## src/design/lpamd_pkg.sv

```systemverilog
// Types and constants of the antenna mode decider.
`timescale 1ns / 1ps

package lpamd_pkg;

  localparam int unsigned CfgIdxW  = 3;
  localparam int unsigned CfgDataW = 32;

  typedef enum logic [2:0] {
    CMD_SAMPLE  = 3'd0,
    CMD_REPORT  = 3'd1,
    CMD_ENABLE  = 3'd2,
    CMD_DISABLE = 3'd3,
    CMD_CLOSE   = 3'd4
  } cmd_e;

  typedef enum logic [CfgIdxW-1:0] {
    REG_NEWER_CHIP  = 3'd0,
    REG_LEGACY_MAX  = 3'd1,
    REG_HT_ONLY     = 3'd2,
    REG_HT_11G      = 3'd3,
    REG_HT_ONLY_2G  = 3'd4,
    REG_LOW_RATE    = 3'd5,
    REG_HIGH_RATE   = 3'd6,
    REG_HOLD_MS     = 3'd7
  } cfg_reg_e;

  localparam logic [1:0] MODE_NONE     = 2'd0;
  localparam logic [1:0] MODE_SISO     = 2'd1;
  localparam logic [1:0] MODE_MIMO_OLD = 2'd2;
  localparam logic [1:0] MODE_MIMO_NEW = 2'd3;

  localparam logic [3:0] CNT_MIN = 4'd3;
  localparam logic [3:0] CNT_MID = 4'd6;
  localparam logic [3:0] CNT_MAX = 4'd9;

  typedef struct packed {
    logic        newer_chip;
    logic [3:0]  legacy_protocol_max;
    logic [3:0]  ht_only_code;
    logic [3:0]  ht_11g_code;
    logic [3:0]  ht_only_2g_code;
    logic [9:0]  low_rate_mbps;
    logic [9:0]  high_rate_mbps;
    logic [31:0] hold_ms;
  } cfg_t;

  localparam cfg_t CFG_RESET = '{
    newer_chip:          1'b1,
    legacy_protocol_max: 4'd5,
    ht_only_code:        4'd7,
    ht_11g_code:         4'd9,
    ht_only_2g_code:     4'd11,
    low_rate_mbps:       10'd10,
    high_rate_mbps:      10'd60,
    hold_ms:             32'd60000
  };

  typedef struct packed {
    logic        feature_enabled;
    logic        bt_forbidden;
    logic        device_allowed;
    logic        single_chain_on;
    logic [3:0]  rate_counter;
    logic [31:0] last_switch_ms;
  } state_t;

  localparam state_t STATE_RESET = '{
    feature_enabled: 1'b0,
    bt_forbidden:    1'b0,
    device_allowed:  1'b0,
    single_chain_on: 1'b0,
    rate_counter:    CNT_MID,
    last_switch_ms:  32'd0
  };

  typedef struct packed {
    logic [2:0]  command;
    logic        eligible;
    logic [3:0]  protocol_code;
    logic [15:0] tx_mbps;
    logic [15:0] rx_mbps;
    logic [31:0] now_ms;
    logic        abort_request;
    logic        device_permits;
    logic        bt_lock;
  } in_word_t;

  typedef struct packed {
    logic       switch_issued;
    logic       to_single_chain;
    logic [1:0] mode_code;
    logic       switch_state;
    logic       enabled_now;
  } out_word_t;

endpackage

```

## src/design/lpamd_if.sv

```systemverilog
// Valid/ready channels for input and result words.
`timescale 1ns / 1ps

interface lpamd_in_if;
  logic                 valid;
  logic                 ready;
  lpamd_pkg::in_word_t  data;
  modport source (output valid, output data, input ready);
  modport sink   (input valid, input data, output ready);
endinterface

interface lpamd_out_if;
  logic                  valid;
  logic                  ready;
  lpamd_pkg::out_word_t  data;
  modport source (output valid, output data, input ready);
  modport sink   (input valid, input data, output ready);
endinterface

```

## src/design/lpamd_decide.sv

```systemverilog
// Next-state and result logic for one event word.
`timescale 1ns / 1ps

module lpamd_decide (
  input  lpamd_pkg::cfg_t      cfg_i,
  input  lpamd_pkg::state_t    st_i,
  input  lpamd_pkg::in_word_t  word_i,
  output lpamd_pkg::state_t    st_o,
  output lpamd_pkg::out_word_t res_o
);

  logic [16:0] total;
  logic        cnt_up;
  logic        cnt_down;
  logic [3:0]  cnt_inc;
  logic [3:0]  cnt_new;
  logic        proto_ok;
  logic        wish;
  logic [31:0] hold_end;
  logic [31:0] hold_left;
  logic        held;
  logic        issued;
  logic        target;

  assign total    = {1'b0, word_i.tx_mbps} + {1'b0, word_i.rx_mbps};
  assign cnt_up   = total < {7'd0, cfg_i.low_rate_mbps};
  assign cnt_down = total > {7'd0, cfg_i.high_rate_mbps};

  // counter lives in 3..9; up then down when both limits are crossed
  assign cnt_inc = !cnt_up ? st_i.rate_counter :
                   (st_i.rate_counter >= lpamd_pkg::CNT_MAX) ? lpamd_pkg::CNT_MAX :
                   st_i.rate_counter + 4'd1;
  assign cnt_new = !cnt_down ? cnt_inc :
                   (cnt_inc <= lpamd_pkg::CNT_MIN) ? lpamd_pkg::CNT_MIN :
                   cnt_inc - 4'd1;

  assign proto_ok = !((word_i.protocol_code <= cfg_i.legacy_protocol_max) ||
                      (word_i.protocol_code == cfg_i.ht_only_code) ||
                      (word_i.protocol_code == cfg_i.ht_11g_code) ||
                      (word_i.protocol_code == cfg_i.ht_only_2g_code));
  assign wish = (cnt_new >= lpamd_pkg::CNT_MID) && proto_ok && st_i.device_allowed;

  // hold over once the wrapped distance to the deadline goes negative
  assign hold_end  = st_i.last_switch_ms + cfg_i.hold_ms;
  assign hold_left = hold_end - word_i.now_ms;
  assign held      = hold_left[31];

  always_comb begin
    st_o   = st_i;
    issued = 1'b0;
    target = 1'b0;
    case (word_i.command)
      lpamd_pkg::CMD_SAMPLE: begin
        if (st_i.feature_enabled && !st_i.bt_forbidden && word_i.eligible) begin
          st_o.rate_counter = cnt_new;
          if ((st_i.single_chain_on != wish) && (!wish || held)) begin
            st_o.last_switch_ms  = word_i.now_ms;
            st_o.single_chain_on = wish;
            issued               = 1'b1;
            target               = wish;
          end
        end
      end
      lpamd_pkg::CMD_REPORT: begin
        st_o.single_chain_on = !word_i.bt_lock &&
                               (st_i.single_chain_on ^ word_i.abort_request);
        st_o.device_allowed  = word_i.device_permits;
        st_o.bt_forbidden    = word_i.bt_lock;
      end
      lpamd_pkg::CMD_ENABLE: begin
        if (word_i.eligible && !st_i.feature_enabled) begin
          st_o.device_allowed  = 1'b0;
          st_o.single_chain_on = 1'b0;
          st_o.rate_counter    = lpamd_pkg::CNT_MID;
          st_o.last_switch_ms  = '0;
          st_o.feature_enabled = 1'b1;
        end
      end
      lpamd_pkg::CMD_DISABLE: begin
        if (word_i.eligible && st_i.feature_enabled) begin
          st_o.device_allowed  = 1'b0;
          st_o.single_chain_on = 1'b0;
          st_o.rate_counter    = lpamd_pkg::CNT_MID;
          st_o.last_switch_ms  = '0;
          st_o.feature_enabled = 1'b0;
          issued               = !st_i.bt_forbidden;
        end
      end
      lpamd_pkg::CMD_CLOSE: begin
        if (st_i.feature_enabled) begin
          st_o.feature_enabled = 1'b0;
          if (!st_i.bt_forbidden) begin
            st_o.single_chain_on = 1'b0;
            issued               = 1'b1;
          end
        end
      end
      default: begin
      end
    endcase
  end

  always_comb begin
    res_o.switch_issued   = issued;
    res_o.to_single_chain = issued && target;
    if (!issued) begin
      res_o.mode_code = lpamd_pkg::MODE_NONE;
    end else if (target) begin
      res_o.mode_code = lpamd_pkg::MODE_SISO;
    end else if (cfg_i.newer_chip) begin
      res_o.mode_code = lpamd_pkg::MODE_MIMO_NEW;
    end else begin
      res_o.mode_code = lpamd_pkg::MODE_MIMO_OLD;
    end
    res_o.switch_state = st_o.single_chain_on;
    res_o.enabled_now  = st_o.feature_enabled;
  end

endmodule

```

## src/design/low_power_antenna_mode_decider_core.sv

```systemverilog
// Top level of the low-power antenna mode decider.
// Takes one event word per cycle while the result side is not stalled and returns exactly one
// result word for each: the word is captured in an input
// register, the decision and state update run in one pass of compare-and-count logic, and the
// result lands in an output register. The decision state updates as a word leaves the input
// register, so consecutive words always see the effect of the one before. Configuration
// registers are written through cfg_we/cfg_idx/cfg_wdata and must only change while idle.
`timescale 1ns / 1ps

module low_power_antenna_mode_decider_core (
  input  logic                                clk,
  input  logic                                rst_n,
  lpamd_in_if.sink                            in_ch,
  lpamd_out_if.source                         out_ch,
  input  logic                                cfg_we,
  input  logic [lpamd_pkg::CfgIdxW-1:0]       cfg_idx,
  input  logic [lpamd_pkg::CfgDataW-1:0]      cfg_wdata
);

  lpamd_pkg::cfg_t      cfg_r;
  lpamd_pkg::state_t    state_r;
  lpamd_pkg::state_t    state_nxt;
  lpamd_pkg::in_word_t  in_word_r;
  logic                 in_valid_r;
  lpamd_pkg::out_word_t out_word_r;
  lpamd_pkg::out_word_t out_word_nxt;
  logic                 out_valid_r;
  logic                 out_free;
  logic                 advance;

  assign out_free    = !out_valid_r || out_ch.ready;
  assign advance     = in_valid_r && out_free;
  assign in_ch.ready = !in_valid_r || out_free;

  assign out_ch.valid = out_valid_r;
  assign out_ch.data  = out_word_r;

  lpamd_decide u_decide (
    .cfg_i  (cfg_r),
    .st_i   (state_r),
    .word_i (in_word_r),
    .st_o   (state_nxt),
    .res_o  (out_word_nxt)
  );

  always_ff @(posedge clk) begin
    if (!rst_n) begin
      cfg_r <= lpamd_pkg::CFG_RESET;
    end else if (cfg_we) begin
      case (lpamd_pkg::cfg_reg_e'(cfg_idx))
        lpamd_pkg::REG_NEWER_CHIP: cfg_r.newer_chip          <= cfg_wdata[0];
        lpamd_pkg::REG_LEGACY_MAX: cfg_r.legacy_protocol_max <= cfg_wdata[3:0];
        lpamd_pkg::REG_HT_ONLY:    cfg_r.ht_only_code        <= cfg_wdata[3:0];
        lpamd_pkg::REG_HT_11G:     cfg_r.ht_11g_code         <= cfg_wdata[3:0];
        lpamd_pkg::REG_HT_ONLY_2G: cfg_r.ht_only_2g_code     <= cfg_wdata[3:0];
        lpamd_pkg::REG_LOW_RATE:   cfg_r.low_rate_mbps       <= cfg_wdata[9:0];
        lpamd_pkg::REG_HIGH_RATE:  cfg_r.high_rate_mbps      <= cfg_wdata[9:0];
        lpamd_pkg::REG_HOLD_MS:    cfg_r.hold_ms             <= cfg_wdata[31:0];
        default: begin
        end
      endcase
    end
  end

  always_ff @(posedge clk) begin
    if (!rst_n) begin
      in_valid_r  <= 1'b0;
      out_valid_r <= 1'b0;
      state_r     <= lpamd_pkg::STATE_RESET;
    end else begin
      if (in_ch.ready) begin
        in_valid_r <= in_ch.valid;
      end
      if (out_free) begin
        out_valid_r <= in_valid_r;
      end
      if (advance) begin
        state_r <= state_nxt;
      end
    end
  end

  always_ff @(posedge clk) begin
    if (in_ch.ready && in_ch.valid) begin
      in_word_r <= in_ch.data;
    end
    if (advance) begin
      out_word_r <= out_word_nxt;
    end
  end

endmodule

```

## src/flat_wrapper.sv

```systemverilog
// flat-port wrapper written by rule: the top's interface ports become plain ports
module low_power_antenna_mode_decider_core_flat 
  (clk, rst_n, cfg_we, cfg_idx, cfg_wdata, in_ch_valid, in_ch_data, in_ch_ready, out_ch_valid, out_ch_data, out_ch_ready);
  lpamd_in_if in_ch_i ();
  lpamd_out_if out_ch_i ();
  input  logic clk;
  input  logic rst_n;
  input  logic cfg_we;
  input  logic [lpamd_pkg::CfgIdxW-1:0] cfg_idx;
  input  logic [lpamd_pkg::CfgDataW-1:0] cfg_wdata;
  input wire logic [$bits(in_ch_i.valid)-1:0] in_ch_valid;
  input wire logic [$bits(in_ch_i.data)-1:0] in_ch_data;
  output wire logic [$bits(in_ch_i.ready)-1:0] in_ch_ready;
  output wire logic [$bits(out_ch_i.valid)-1:0] out_ch_valid;
  output wire logic [$bits(out_ch_i.data)-1:0] out_ch_data;
  input wire logic [$bits(out_ch_i.ready)-1:0] out_ch_ready;
  assign in_ch_i.valid = in_ch_valid;
  assign in_ch_i.data = in_ch_data;
  assign in_ch_ready = in_ch_i.ready;
  assign out_ch_valid = out_ch_i.valid;
  assign out_ch_data = out_ch_i.data;
  assign out_ch_i.ready = out_ch_ready;
  low_power_antenna_mode_decider_core u_core (.clk(clk), .rst_n(rst_n), .in_ch(in_ch_i), .out_ch(out_ch_i), .cfg_we(cfg_we), .cfg_idx(cfg_idx), .cfg_wdata(cfg_wdata));
endmodule
```

## config.mk

```make
export PLATFORM = sky130hd
export DESIGN_NAME = low_power_antenna_mode_decider_core_flat
export DESIGN_NICKNAME = d
export VERILOG_FILES = /design/src/design/lpamd_pkg.sv /design/src/design/lpamd_if.sv /design/src/design/lpamd_decide.sv /design/src/design/low_power_antenna_mode_decider_core.sv /design/src/flat_wrapper.sv
export SDC_FILE = /design/constraint.sdc
export NUM_CORES = 1
export LEC_CHECK = 0
export ABC_AREA = 1
export BUFFER_PORTS_ARGS = -buffer_cell sky130_fd_sc_hd__buf_2
export CORE_MARGIN = 1.5
export CORE_UTILIZATION = 47
export DETAILED_ROUTE_END_ITERATION = 10
export GPL_ROUTABILITY_DRIVEN = 0
export MAX_ROUTING_LAYER = met4
export PLACE_DENSITY_LB_ADDON = 0.3
export SLEW_MARGIN = 25
export SYNTH_ARGS = -nofsm -noshare
export SYNTH_HDL_FRONTEND = slang
export SYNTH_HIERARCHICAL = 1
export SYNTH_SLANG_ARGS = --single-unit
```

## constraint.sdc

```tcl
create_clock -name clk -period 4.3 [get_ports clk]
set_input_delay 0.215 -clock clk [delete_from_list [all_inputs] [get_ports clk]]
set_output_delay 0.215 -clock clk [all_outputs]
set_load 0.02 [all_outputs]
```

==> results of run 1 <==
==> worst paths after layout <==
check,end,cells after the start
max,u_core/state_r[26],34
min,u_core/cfg_r[9],3
max reg2reg,u_core/state_r[26],34
min reg2reg,u_core/cfg_r[9],2
==> metal layers <==
layer / GRT usage / vias up / wire length, µm
li1: - / 5737 / -
met1: 0.282 / 5094 / 13300
met2: 0.411 / 282 / 15400
met3: 0.0276 / 47 / 1330
met4: 0.0794 / 0 / 614
met5: - / - / 0
==> where the power goes <==
part           internal (W)  leakage, nW  switching [W]  total (W)
Clock              0.000817        0.289       0.000740    0.00156
Combinational      0.000531         5.94       0.000645    0.00118
Sequential          0.00200         1.70      0.0000665    0.00207
Total               0.00335         7.92        0.00145    0.00480
==> registers in the layout, indices dropped and copies added (netlist names) <==
register and count:
u_core/in_valid_r 1, u_core/out_ch.valid 1, u_core/cfg_r 69, u_core/out_ch.data 6
u_core/in_word_r 75, u_core/state_r 40
==> per-stage QoR <==
stage	cell area, µm²	std cells	hold slack, ns	power, W
global route	15500	2296	0.0140	0.00506
floorplan	12300	1689	0.314	0.00278
CTS	15300	2287	0.00442	0.00477
finish	15500	2296	0.00950	0.00480
global placement	13600	2152	0.391	0.00307
detailed placement	13600	2152	0.393	0.00310
==> cell usage in the layout (no fill, tap or decap), types with 26 or more instances in the layout <==
master                          count
sky130_fd_sc_hd__buf_4             80
sky130_fd_sc_hd__ha_1              71
sky130_fd_sc_hd__fa_1              30
sky130_fd_sc_hd__nand2_1          433
sky130_fd_sc_hd__nand4_1           49
sky130_fd_sc_hd__nand3b_1          43
sky130_fd_sc_hd__buf_2            121
sky130_fd_sc_hd__edfxtp_1          81
sky130_fd_sc_hd__dlygate4sd3_1     80
sky130_fd_sc_hd__dfxtp_1          111
sky130_fd_sc_hd__nand2_2           26
sky130_fd_sc_hd__inv_1            326
sky130_fd_sc_hd__a21oi_1           67
sky130_fd_sc_hd__nor2_1           204
sky130_fd_sc_hd__nand3_1           68
==> worst min-delay path, stage by stage <==
cell,delay [ns]
sky130_fd_sc_hd__buf_2,0.09
sky130_fd_sc_hd__nand2_1,0.05
sky130_fd_sc_hd__nand3_1,0.06
==> kinds of logic after synthesis <==
family	Yosys count
and+or+nand+nor	864
buffers and inverters	395
DFF	192
AOI/OAI and AO/OA	107
adders and majority gates	105
xor gates and xnor gates	26
==> repair_timing <==
action,4_1_cts,5_1_grt
hold buffers,80,0
pin swaps,25,34
endpoints found under the setup margin,37,39
cloned,1,2
endpoints found under the hold margin,80,0
buffers inserted,22,8
resized for setup,28,36
==> layout make-up <==
type / count / area [µm²]
timing repair buffer: 297 / 2260
tap: 335 / 419
inverter: 338 / 1270
fill: 2316 / 10400
clock buffer: 20 / 478
sequential: 192 / 4650
multi-input combinational: 1102 / 6330
clock inverter: 12 / 92.6
==> impl_summary.txt, run 1 <==
----------------------------------------------------
[Run status]
  Outcome ... finished, violations left
  Violations in the final reports ... negative setup slack

[Route]
  Via total after detailed routing ... 11160
  Number of remaining DRC errors ... 0
  Number of detailed-route iterations in the first pass ... 5
  Wirelength per Cell ... ~13 µm
  Final routed wirelength across all metal layers ... just over 30000 µm
  Antenna Violating Nets Remaining ... 0
  Via density ... 4.86
  1st-iter DRT viols ... between 800 and 900

[Run]
  Max-capacitance violation count ... 0

[Worst hold path]
  Critical hold path startpoint ... cfg_wdata[9]
  Hold/Removal Path Class ... in -> reg

[Clock network]
  Insertion delay to the later sink of the worst-skew pair ... ~0.45 ns
  Buffer levels on the longest clock path ... 2
  Root buf cell ... sky130_fd_sc_hd__clkbuf_16
  Clock tree from TritonCTS ... done
  CTS Sinks ... between 150 and 200
  Inserted Clock Buffers ... 17
  H-tree lvl count ... 4
  Clock slew at the register clock pins of the worst setup and hold paths ... 0.07 ns

[Critical path]
  Buf/Inv on CP ... 10
  Critical path fanouts, max ... 7
  CP max-delay cell ... sky130_fd_sc_hd__edfxtp_1
  Worst path required time ... between 4 and 5 ns
  Kind of capture point of the worst setup path ... flop
  Arrival time of data at the critical path endpoint ... 4.92 ns
  Worst setup path category ... reg -> reg
  R2R setup slack ... -0.24 ns
  Startpoint type of the worst setup path ... flop
  Reg-to-reg critical path startpoint ... u_core/in_word_r[38]
  Beginning of the critical path ... u_core/in_word_r[38]
  Max stage delay on crit path ... approximately 0.38 ns
  Cell family with the largest share of critical-path delay ... simple AND/OR/NAND/NOR gates

[Global routing]
  Number of global-route vias before repair ... between 10000 and 15000
  Leftover overflow at the end of global routing ... 0
  Pin count of the biggest net entering global routing ... 76
  Global-route wire length before repair ... 49400 µm
  Antenna violations before repair ... 0
  Gr usage total ... 0.235

[STA]
  Number of max-slew violations in the final report ... 0
  Slew Limit Headroom ... 0.451
  Time the final worst path needs with I/O delays and setup ... roughly 4.5 ns
  Final setup skew ... ~0.012 ns
  Slew at the pin closest to its max-slew limit ... 0.821 ns
  Period Utilization, post-route ... 1.05
  Setup TNS ... -6.79 ns
  Maximum achievable frequency ... between 200 and 250 MHz
  Count of endpoints failing hold in the final timing report ... 0
  RSZ-0062 raised after global routing ... true
  Final worst slack ... -0.236 ns
  Total setup violations reported at the end of the flow ... 35

[Floorplanning]
  Number of placement rows ... 59
  Floorplan die area ... ~27000 µm²
  Initial core utilization ... 0.476
  Vertical extent of the die ... between 150 and 200 µm
  Core box area ... roughly 26000 µm²
  Chip Width ... ~160 µm
  Number of ports placed on the die boundary ... around 120

[Logic synthesis]
  Synth Area in XOR/XNOR ... 0.0185
  Seq/Total Area, Yosys ... 0.377
  Syn nets ... ~1900
  Number of enable-type register cells in the synthesized netlist ... slightly above 80
  Share of synthesized area spent on multiplexers ... 0
  Mean instance size in the synthesized netlist ... 7.30 µm²
  Share of the synthesized area in compound gates (AO/OA/AOI/OAI) ... 0.0483
  Area share of the largest cell type after synthesis ... 0.197
  Most used standard cells in the synthesized netlist ... 457 x sky130_fd_sc_hd__nand2_1, 332 x sky130_fd_sc_hd__inv_1, 210 x sky130_fd_sc_hd__nor2_1, 111 x sky130_fd_sc_hd__dfxtp_1, 81 x sky130_fd_sc_hd__edfxtp_1
  Largest cells by area after synthesis ... sky130_fd_sc_hd__edfxtp_1 20%, sky130_fd_sc_hd__dfxtp_1 18%, sky130_fd_sc_hd__nand2_1 14%
  Share of flip-flops with an asynchronous set or reset ... 0
  Number of register bits inferred by synthesis ... approximately 190
  Area fraction in and, or, nand and nor cells after synthesis ... 0.304
  Netlist area before placement ... roughly 12000 µm²
  Count of unique library cells instantiated by Yosys ... between 40 and 50
  Cell accounting for the most synthesized area ... sky130_fd_sc_hd__edfxtp_1
  Post-synthesis adder-cell area fraction ... 0.125
  Syn. warnings ... 6
  Number of standard cells after synthesis ... 1689
  Most common cell in the synthesized netlist ... sky130_fd_sc_hd__nand2_1
  Ys flop type ... sky130_fd_sc_hd__dfxtp_1
  Combinational family with the most area after synthesis ... simple AND/OR/NAND/NOR gates

[Layout]
  Share of cells above drive strength 1 ... 0.166
  Synthesis-to-layout area growth ... 25.7%
  Fin nets ... ~2200
  Final core occ ... 0.598
  ANT cells ... 0

[Pwr]
  Power density relative to cell area ... slightly above 300 nW/µm²
  Worst-case vdd ir drop ... 0.235 mV
  Static leakage ... 7.92 nW

[Placed design]
  Detail Placement HPWL ... roughly 20000 µm
  Port Buffer Count ... ~120
  Worst slack at placement ... -0.332 ns

----------------------------------------------------
Power figures use the tool's default switching activity.
==> inputs of run 2 (changes only) <==
--- a/config.mk
+++ b/config.mk
@@ -18,3 +18,4 @@
 export SYNTH_HDL_FRONTEND = slang
 export SYNTH_HIERARCHICAL = 1
 export SYNTH_SLANG_ARGS = --single-unit
+export TNS_END_PERCENT = 50
==> impl_summary.txt, run 2 (synthesis results as in run 1) <==
----------------------------------------------------
[Route]
  Via density ... 4.85 (was 4.86)
  1st-iter DRT viols ... 714 (was 863)
  Antenna Violating Nets Remaining ... 0 (unchanged)
  Via total after detailed routing ... 11135 (was 11160)
  Wirelength per Cell ... 13.4 µm (about the same)
  Final routed wirelength across all metal layers ... 30700 µm (about the same)
  Number of detailed-route iterations in the first pass ... 7 (was 5)
  Number of remaining DRC errors ... 0 (unchanged)

[Layout]
  Filler instances ... 2325 (was 2316)
  Share of cells above drive strength 1 ... 0.160 (was 0.166)
  Most common cell after layout, fill and taps aside ... sky130_fd_sc_hd__nand2_1 (unchanged)
  Synthesis-to-layout area growth ... 25.3% (was 25.7%)
  Biggest registers after layout ... u_core/in_word_r: 75 flops, u_core/cfg_r: 69 flops, u_core/state_r: 40 flops (unchanged)
  Leading cell types in the layout, fill and taps excluded ... 438 x sky130_fd_sc_hd__nand2_1, 326 x sky130_fd_sc_hd__inv_1, 208 x sky130_fd_sc_hd__nor2_1, 121 x sky130_fd_sc_hd__buf_2, 111 x sky130_fd_sc_hd__dfxtp_1 (was 433 x sky130_fd_sc_hd__nand2_1, 326 x sky130_fd_sc_hd__inv_1, 204 x sky130_fd_sc_hd__nor2_1, 121 x sky130_fd_sc_hd__buf_2, 111 x sky130_fd_sc_hd__dfxtp_1)
  Final Cell Area ... 15400 µm² (was 15500 µm²)
  Largest register by flop count ... u_core/in_word_r (unchanged)
  Largest register FFs ... 75 (unchanged)
  ANT cells ... 0 (unchanged)
  Fin nets ... 2169 (was 2168)

[Floorplanning]
  Number of placement rows ... 59 (unchanged)
  Floorplan die area ... 27200 µm² (unchanged)
  Initial core utilization ... 0.476 (unchanged)
  Number of ports placed on the die boundary ... 123 (unchanged)
  Chip Width ... 165 µm (unchanged)
  Core box area ... 25900 µm² (unchanged)
  Vertical extent of the die ... 165 µm (unchanged)

[Clock network]
  Clock tree from TritonCTS ... done (unchanged)
  Clock slew at the register clock pins of the worst setup and hold paths ... 0.07 ns (about the same)
  H-tree lvl count ... 4 (unchanged)
  Inserted Clock Buffers ... 17 (unchanged)
  CTS Sinks ... 192 (unchanged)
  Buffer levels on the longest clock path ... 2 (unchanged)
  Insertion delay to the later sink of the worst-skew pair ... 0.45 ns (about the same)
  Root buf cell ... sky130_fd_sc_hd__clkbuf_16 (unchanged)

[Critical path]
  Worst path required time ... 4.64 ns (was 4.69 ns)
  Kind of capture point of the worst setup path ... flop (unchanged)
  Max stage delay on crit path ... 0.38 ns (about the same)
  R2R setup slack ... -0.26 ns (was -0.24 ns)
  Worst setup path category ... reg -> reg (unchanged)
  Number of cell instances on the worst register-to-register path ... 36 (was 34)
  Crit path top cell by count ... sky130_fd_sc_hd__nand2_1
  Startpoint type of the worst setup path ... flop (unchanged)
  Reg-to-reg critical path startpoint ... u_core/in_word_r[38] (unchanged)
  Arrival time of data at the critical path endpoint ... 4.90 ns (was 4.92 ns)
  Endpoint of the most critical register-to-register path ... u_core/state_r[29] (was u_core/state_r[26])
  CP max-delay cell ... sky130_fd_sc_hd__edfxtp_1 (unchanged)
  Critical path fanouts, max ... 5 (was 7)

[STA]
  Final setup skew ... 0.0129 ns (was 0.0118 ns)
  Count of endpoints failing hold in the final timing report ... 0 (unchanged)
  Total setup violations reported at the end of the flow ... 38 (was 35)
  Setup TNS ... -7.75 ns (was -6.79 ns)
  RSZ-0062 raised after global routing ... true (unchanged)
  Period Utilization, post-route ... 1.06 (was 1.05)
  Maximum achievable frequency ... 219 MHz (was 220 MHz)
  Time the final worst path needs with I/O delays and setup ... 4.56 ns (was 4.54 ns)
  Final worst slack ... -0.263 ns (was -0.236 ns)
  Slew at the pin closest to its max-slew limit ... 0.867 ns (was 0.821 ns)
  Slew Limit Headroom ... 0.420 (was 0.451)
  Number of max-slew violations in the final report ... 0 (unchanged)

[Pwr]
  Power density relative to cell area ... 310 nW/µm² (about the same)
  Static leakage ... 7.91 nW (was 7.92 nW)
  Proportion of power drawn by the clock network ... 0.325 (about the same)
  Internal Dissipation ... 0.00334 W (was 0.00335 W)
  Portion of total power attributed to combinational logic ... 0.244 (was 0.245)
  Reg power frac ... 0.431 (was 0.430)
  Net load switching power ... 0.00145 W (about the same)
  Worst-case vdd ir drop ... 0.236 mV (was 0.235 mV)
  Switching power share of the total ... 0.302 (about the same)

[Worst hold path]
  Critical hold path startpoint ... cfg_wdata[9] (unchanged)
  Count of cells along the worst hold path ... 3 (unchanged)
  Hold/Removal Path Class ... in -> reg (unchanged)
  Worst-case hold path end point ... u_core/cfg_r[9] (unchanged)

[Global routing]
  Antenna violations before repair ... 0 (unchanged)
  Number of global-route vias before repair ... 10720 (was 10732)
  Pin count of the biggest net entering global routing ... 76 (unchanged)
  Leftover overflow at the end of global routing ... 0 (unchanged)
  Gr usage total ... 0.235 (about the same)
  Global-route wire length before repair ... 49400 µm (about the same)

[Placed design]
  Detail Placement HPWL ... 20500 µm (unchanged)
  Worst slack at placement ... -0.332 ns (unchanged)
  Post-place instance area ... 13600 µm² (unchanged)
  Port Buffer Count ... 122 (unchanged)

[Run]
  Max-capacitance violation count ... 0 (unchanged)

[Run status]
  Violations in the final reports ... negative setup slack (unchanged)
  Outcome ... finished, violations left (unchanged)

----------------------------------------------------
-- run 2: cell types whose count changed in the layout (fill, tap and decap cells not counted), moves of 3 or more --
cell                      change
sky130_fd_sc_hd__buf_4        +3
sky130_fd_sc_hd__nor2_1       +4
sky130_fd_sc_hd__nor2_2       -4
sky130_fd_sc_hd__nand2_2      -4
sky130_fd_sc_hd__nand2_1      +5
-- run 2: power groups by stage --
stage / combinational, W / clock, W / sequential (W)
after floorplan: 0.000685 / 0 / 0.00209
after global placement: 0.000964 / 0 / 0.00211
after detailed placement: 0.000996 / 0 / 0.00211
after CTS: 0.00111 / 0.00159 / 0.00207
after global routing: 0.00132 / 0.00166 / 0.00208
final: 0.00117 / 0.00156 / 0.00207
-- run 2: timing repair --
action	in CTS	in global routing
endpoints found under the setup margin	37	39
hold endpoints to repair	80	0
hold buffers	80	0
resized for setup	27	20
cloned	1	2
pin swaps	25	28
setup buffers	22	8
-- run 2: cell type report --
type	instances	area, µm²	share of cell area
clock buffer	20	478	0.0309
clock inverter	12	92.6	0.00599
inverter	338	1270	0.0823
multi-input combinational	1102	6270	0.406
sequential	192	4650	0.301
tap	335	419	0.0271
timing repair buffer	298	2260	0.147
-- run 2: stage by stage --
| stage | utilization | instances | total power, W | hold slack (ns) |
|---|---|---|---|---|
| after global placement | 0.526 | 2152 | 0.00307 | 0.391 |
| after detailed placement | 0.526 | 2152 | 0.00310 | 0.393 |
| final | 0.596 | 2297 | 0.00479 | 0.00818 |
| after CTS | 0.589 | 2287 | 0.00477 | 0.00442 |
| after floorplan | - | 1689 | 0.00278 | 0.314 |
| after global routing | 0.596 | 2297 | 0.00505 | 0.0140 |
-- run 2: how the worst max path moves through the flow --
| stage | start | slack [ns] | end |
|---|---|---|---|
| 4_1_cts | u_core/in_word_r[51] | -0.22 | u_core/state_r[30] |
| 2_1_floorplan | u_core/in_word_r[35] | 0.04 | u_core/state_r[10] |
| 3_3_place_gp | u_core/in_word_r[35] | -0.28 | u_core/state_r[27] |
| 6_report | u_core/in_word_r[38] | -0.26 | u_core/state_r[29] |
| 3_5_place_dp | u_core/in_word_r[35] | -0.33 | u_core/state_r[30] |
| 5_1_grt | u_core/in_word_r[35] | -0.64 | u_core/state_r[25] |
-- run 2: worst max-delay path, delay by kind of cell, from the launching register on --
kind            cells  cell delay [ns]
flops               1             0.38
compound gates      2             0.27
simple gates       21             2.09
buf+inv            11             1.10
fa+ha+maj           2             0.61
-- run 2: metal layers --
| metal | vias to the layer above | track usage | part of all wire |
|---|---|---|---|
| met5 | - | - | 0 |
| met4 | 0 | 0.0794 | 0.019 |
| met3 | 42 | 0.0276 | 0.043 |
| met2 | 289 | 0.410 | 0.50 |
| met1 | 5071 | 0.282 | 0.44 |
| li1 | 5733 | - | - |
==> inputs of run 3 (changes only) <==
--- a/config.mk
+++ b/config.mk
@@ -9,6 +9,7 @@
 export BUFFER_PORTS_ARGS = -buffer_cell sky130_fd_sc_hd__buf_2
 export CORE_MARGIN = 1.5
 export CORE_UTILIZATION = 47
+export CTS_BUF_LIST = sky130_fd_sc_hd__clkbuf_16
 export DETAILED_ROUTE_END_ITERATION = 10
 export GPL_ROUTABILITY_DRIVEN = 0
 export MAX_ROUTING_LAYER = met4
==> impl_summary.txt, run 3 (synthesis results as in run 1) <==
----------------------------------------------------
[Pwr]
  Static leakage ... 7.90 nW (was 7.91 nW)
  Power density relative to cell area ... 308 nW/µm² (was 310 nW/µm²)
  Worst-case vdd ir drop ... 0.230 mV (was 0.236 mV)

[Critical path]
  Worst path required time ... 4.63 ns (was 4.64 ns)
  Startpoint type of the worst setup path ... flop (unchanged)
  Max stage delay on crit path ... 0.34 ns (was 0.38 ns)
  Critical path fanouts, max ... 5 (unchanged)
  Crit path top cell by count ... sky130_fd_sc_hd__nand2_2 (was sky130_fd_sc_hd__nand2_1)
  R2R setup slack ... -0.26 ns (about the same)
  Kind of capture point of the worst setup path ... flop (unchanged)
  Arrival time of data at the critical path endpoint ... 4.90 ns (about the same)
  Worst setup path category ... reg -> reg (unchanged)
  CP max-delay cell ... sky130_fd_sc_hd__fa_2 (was sky130_fd_sc_hd__edfxtp_1)

[Clock network]
  Clock tree from TritonCTS ... done (unchanged)
  Buffer levels on the longest clock path ... 2 (unchanged)
  Root buf cell ... sky130_fd_sc_hd__clkbuf_16 (unchanged)
  Insertion delay to the later sink of the worst-skew pair ... 0.44 ns (was 0.45 ns)
  CTS Sinks ... 192 (unchanged)
  Inserted Clock Buffers ... 17 (unchanged)
  Clock slew at the register clock pins of the worst setup and hold paths ... 0.07 ns (about the same)
  H-tree lvl count ... 4 (unchanged)

[Placed design]
  Detail Placement HPWL ... 20500 µm (unchanged)
  Port Buffer Count ... 122 (unchanged)
  Post-place instance area ... 13600 µm² (unchanged)

[Layout]
  Leading cell types in the layout, fill and taps excluded ... 439 x sky130_fd_sc_hd__nand2_1, 327 x sky130_fd_sc_hd__inv_1, 207 x sky130_fd_sc_hd__nor2_1, 121 x sky130_fd_sc_hd__buf_2, 111 x sky130_fd_sc_hd__dfxtp_1 (was 438 x sky130_fd_sc_hd__nand2_1, 326 x sky130_fd_sc_hd__inv_1, 208 x sky130_fd_sc_hd__nor2_1, 121 x sky130_fd_sc_hd__buf_2, 111 x sky130_fd_sc_hd__dfxtp_1)
  Most common cell after layout, fill and taps aside ... sky130_fd_sc_hd__nand2_1 (unchanged)
  Biggest registers after layout ... u_core/in_word_r: 75 flops, u_core/cfg_r: 69 flops, u_core/state_r: 40 flops (unchanged)
  Largest register FFs ... 75 (unchanged)
  ANT cells ... 0 (unchanged)
  Fin nets ... 2169 (unchanged)
  Share of cells above drive strength 1 ... 0.159 (was 0.160)
  Largest register by flop count ... u_core/in_word_r (unchanged)
  Register area ... 4650 µm² (unchanged)
  Filler instances ... 2326 (was 2325)
  Final Cell Area ... 15400 µm² (about the same)
  Synthesis-to-layout area growth ... 25.1% (was 25.3%)
  Area of the multi-input gates ... 6270 µm² (about the same)

[STA]
  RSZ-0062 raised after global routing ... true (unchanged)
  Total setup violations reported at the end of the flow ... 37 (was 38)
  Worst hold slack ... 0.0185 ns (was 0.00818 ns)
  Number of max-slew violations in the final report ... 0 (unchanged)
  Maximum achievable frequency ... 219 MHz (about the same)
  Final setup skew ... 0.0113 ns (was 0.0129 ns)
  Period Utilization, post-route ... 1.06 (about the same)
  Final worst slack ... -0.261 ns (was -0.263 ns)
  Time the final worst path needs with I/O delays and setup ... 4.56 ns (about the same)
  Setup TNS ... -8.00 ns (was -7.75 ns)
  Count of endpoints failing hold in the final timing report ... 0 (unchanged)
  Slew at the pin closest to its max-slew limit ... 0.867 ns (about the same)
  Slew Limit Headroom ... 0.420 (about the same)

[Route]
  Via density ... 4.84 (was 4.85)
  Number of detailed-route iterations in the first pass ... 9 (was 7)
  Number of remaining DRC errors ... 0 (unchanged)
  Final routed wirelength across all metal layers ... 30600 µm (was 30700 µm)
  Antenna Violating Nets Remaining ... 0 (unchanged)
  1st-iter DRT viols ... 813 (was 714)
  Wirelength per Cell ... 13.3 µm (was 13.4 µm)
  Via total after detailed routing ... 11117 (was 11135)

[Global routing]
  Antenna violations before repair ... 0 (unchanged)
  Global-route wire length before repair ... 49400 µm (about the same)
  Pin count of the biggest net entering global routing ... 76 (unchanged)
  Number of global-route vias before repair ... 10740 (was 10720)
  Gr usage total ... 0.236 (was 0.235)
  Leftover overflow at the end of global routing ... 0 (unchanged)

[Floorplanning]
  Chip Width ... 165 µm (unchanged)
  Vertical extent of the die ... 165 µm (unchanged)
  Number of ports placed on the die boundary ... 123 (unchanged)
  Core box area ... 25900 µm² (unchanged)
  Initial core utilization ... 0.476 (unchanged)
  Floorplan die area ... 27200 µm² (unchanged)
  Number of placement rows ... 59 (unchanged)

[Run status]
  Violations in the final reports ... negative setup slack (unchanged)
  Outcome ... finished, violations left (unchanged)

[Worst hold path]
  Hold/Removal Path Class ... in -> reg (unchanged)

[Run]
  Max-capacitance violation count ... 0 (unchanged)

----------------------------------------------------
## run 3: changes by cell type in the layout (fill, tap and decap cells not counted)
cell	delta
sky130_fd_sc_hd__o21ai_1	+1
sky130_fd_sc_hd__xor2_1	-1
sky130_fd_sc_hd__nand2_1	+1
sky130_fd_sc_hd__nand3_1	-1
sky130_fd_sc_hd__xor2_2	+1
sky130_fd_sc_hd__nand3_2	+1
sky130_fd_sc_hd__inv_1	+1
sky130_fd_sc_hd__nor2_1	-1
sky130_fd_sc_hd__nand2_4	-1
sky130_fd_sc_hd__clkinv_1	+1
sky130_fd_sc_hd__o21ai_2	-1
sky130_fd_sc_hd__nor2_2	+1
sky130_fd_sc_hd__clkbuf_8	-2
## run 3: area by class of cell
type | instances | area share
Multi-Input combinational cell | 1102 | 0.406
Sequential cell | 192 | 0.302
Timing Repair Buffer | 298 | 0.147
Inverter | 338 | 0.0824
Clock buffer | 18 | 0.0292
Tap cell | 335 | 0.0272
Clock inverter | 14 | 0.00649
## run 3: where the power goes
group	switching, W	internal [W]	leakage, nW
Sequential	0.0000664	0.00200	1.70
Clock	0.000738	0.000782	0.281
Combinational	0.000643	0.000529	5.92
Total	0.00145	0.00331	7.90
## run 3: routing by layer
metal | vias to the layer above | global-route usage | wire length [µm]
met1 | 5072 | 0.281 | 13400
met4 | 0 | 0.0762 | 571
met5 | - | - | 0
li1 | 5725 | - | -
met2 | 278 | 0.410 | 15300
met3 | 42 | 0.0311 | 1290
## run 3: worst paths after layout
| path | from | cells after the start | to |
|---|---|---|---|
| min reg2reg | u_core/cfg_r[9] | 2 | u_core/cfg_r[9] |
| max reg2reg | u_core/in_word_r[35] | 37 | u_core/state_r[27] |
| max | u_core/in_word_r[35] | 37 | u_core/state_r[27] |
| min | cfg_wdata[9] | 3 | u_core/cfg_r[9] |
## run 3: stage by stage
| step | worst slack, ns | cells | total power (W) | util |
|---|---|---|---|---|
| detailed placement | -0.332 | 2152 | 0.00310 | 0.526 |
| CTS | -0.219 | 2287 | 0.00474 | 0.589 |
| finish | -0.261 | 2297 | 0.00476 | 0.596 |
| global route | -0.630 | 2297 | 0.00502 | 0.596 |
| global placement | -0.279 | 2152 | 0.00307 | 0.526 |
| floorplan | 0.0358 | 1689 | 0.00278 | - |
## run 3: worst max-delay path: cells and delay by family, from the launching register on
| kind | cells | cell delay [ns] |
|---|---|---|
| flip-flops | 1 | 0.33 |
| buffers and inverters | 7 | 0.54 |
| XOR/XNOR | 1 | 0.21 |
| AND/OR/NAND/NOR | 22 | 1.98 |
| AO/OA/AOI/OAI | 3 | 0.34 |
| adder cells (fa/ha/maj) | 4 | 1.05 |
## run 3: what timing repair did
action | in CTS | in global routing
gates cloned | 1 | 2
endpoints found under the setup margin | 37 | 39
setup buffers | 22 | 8
resized for setup | 27 | 19
endpoints found under the hold margin | 80 | 0
hold buffers | 80 | 0
pin swaps | 25 | 21
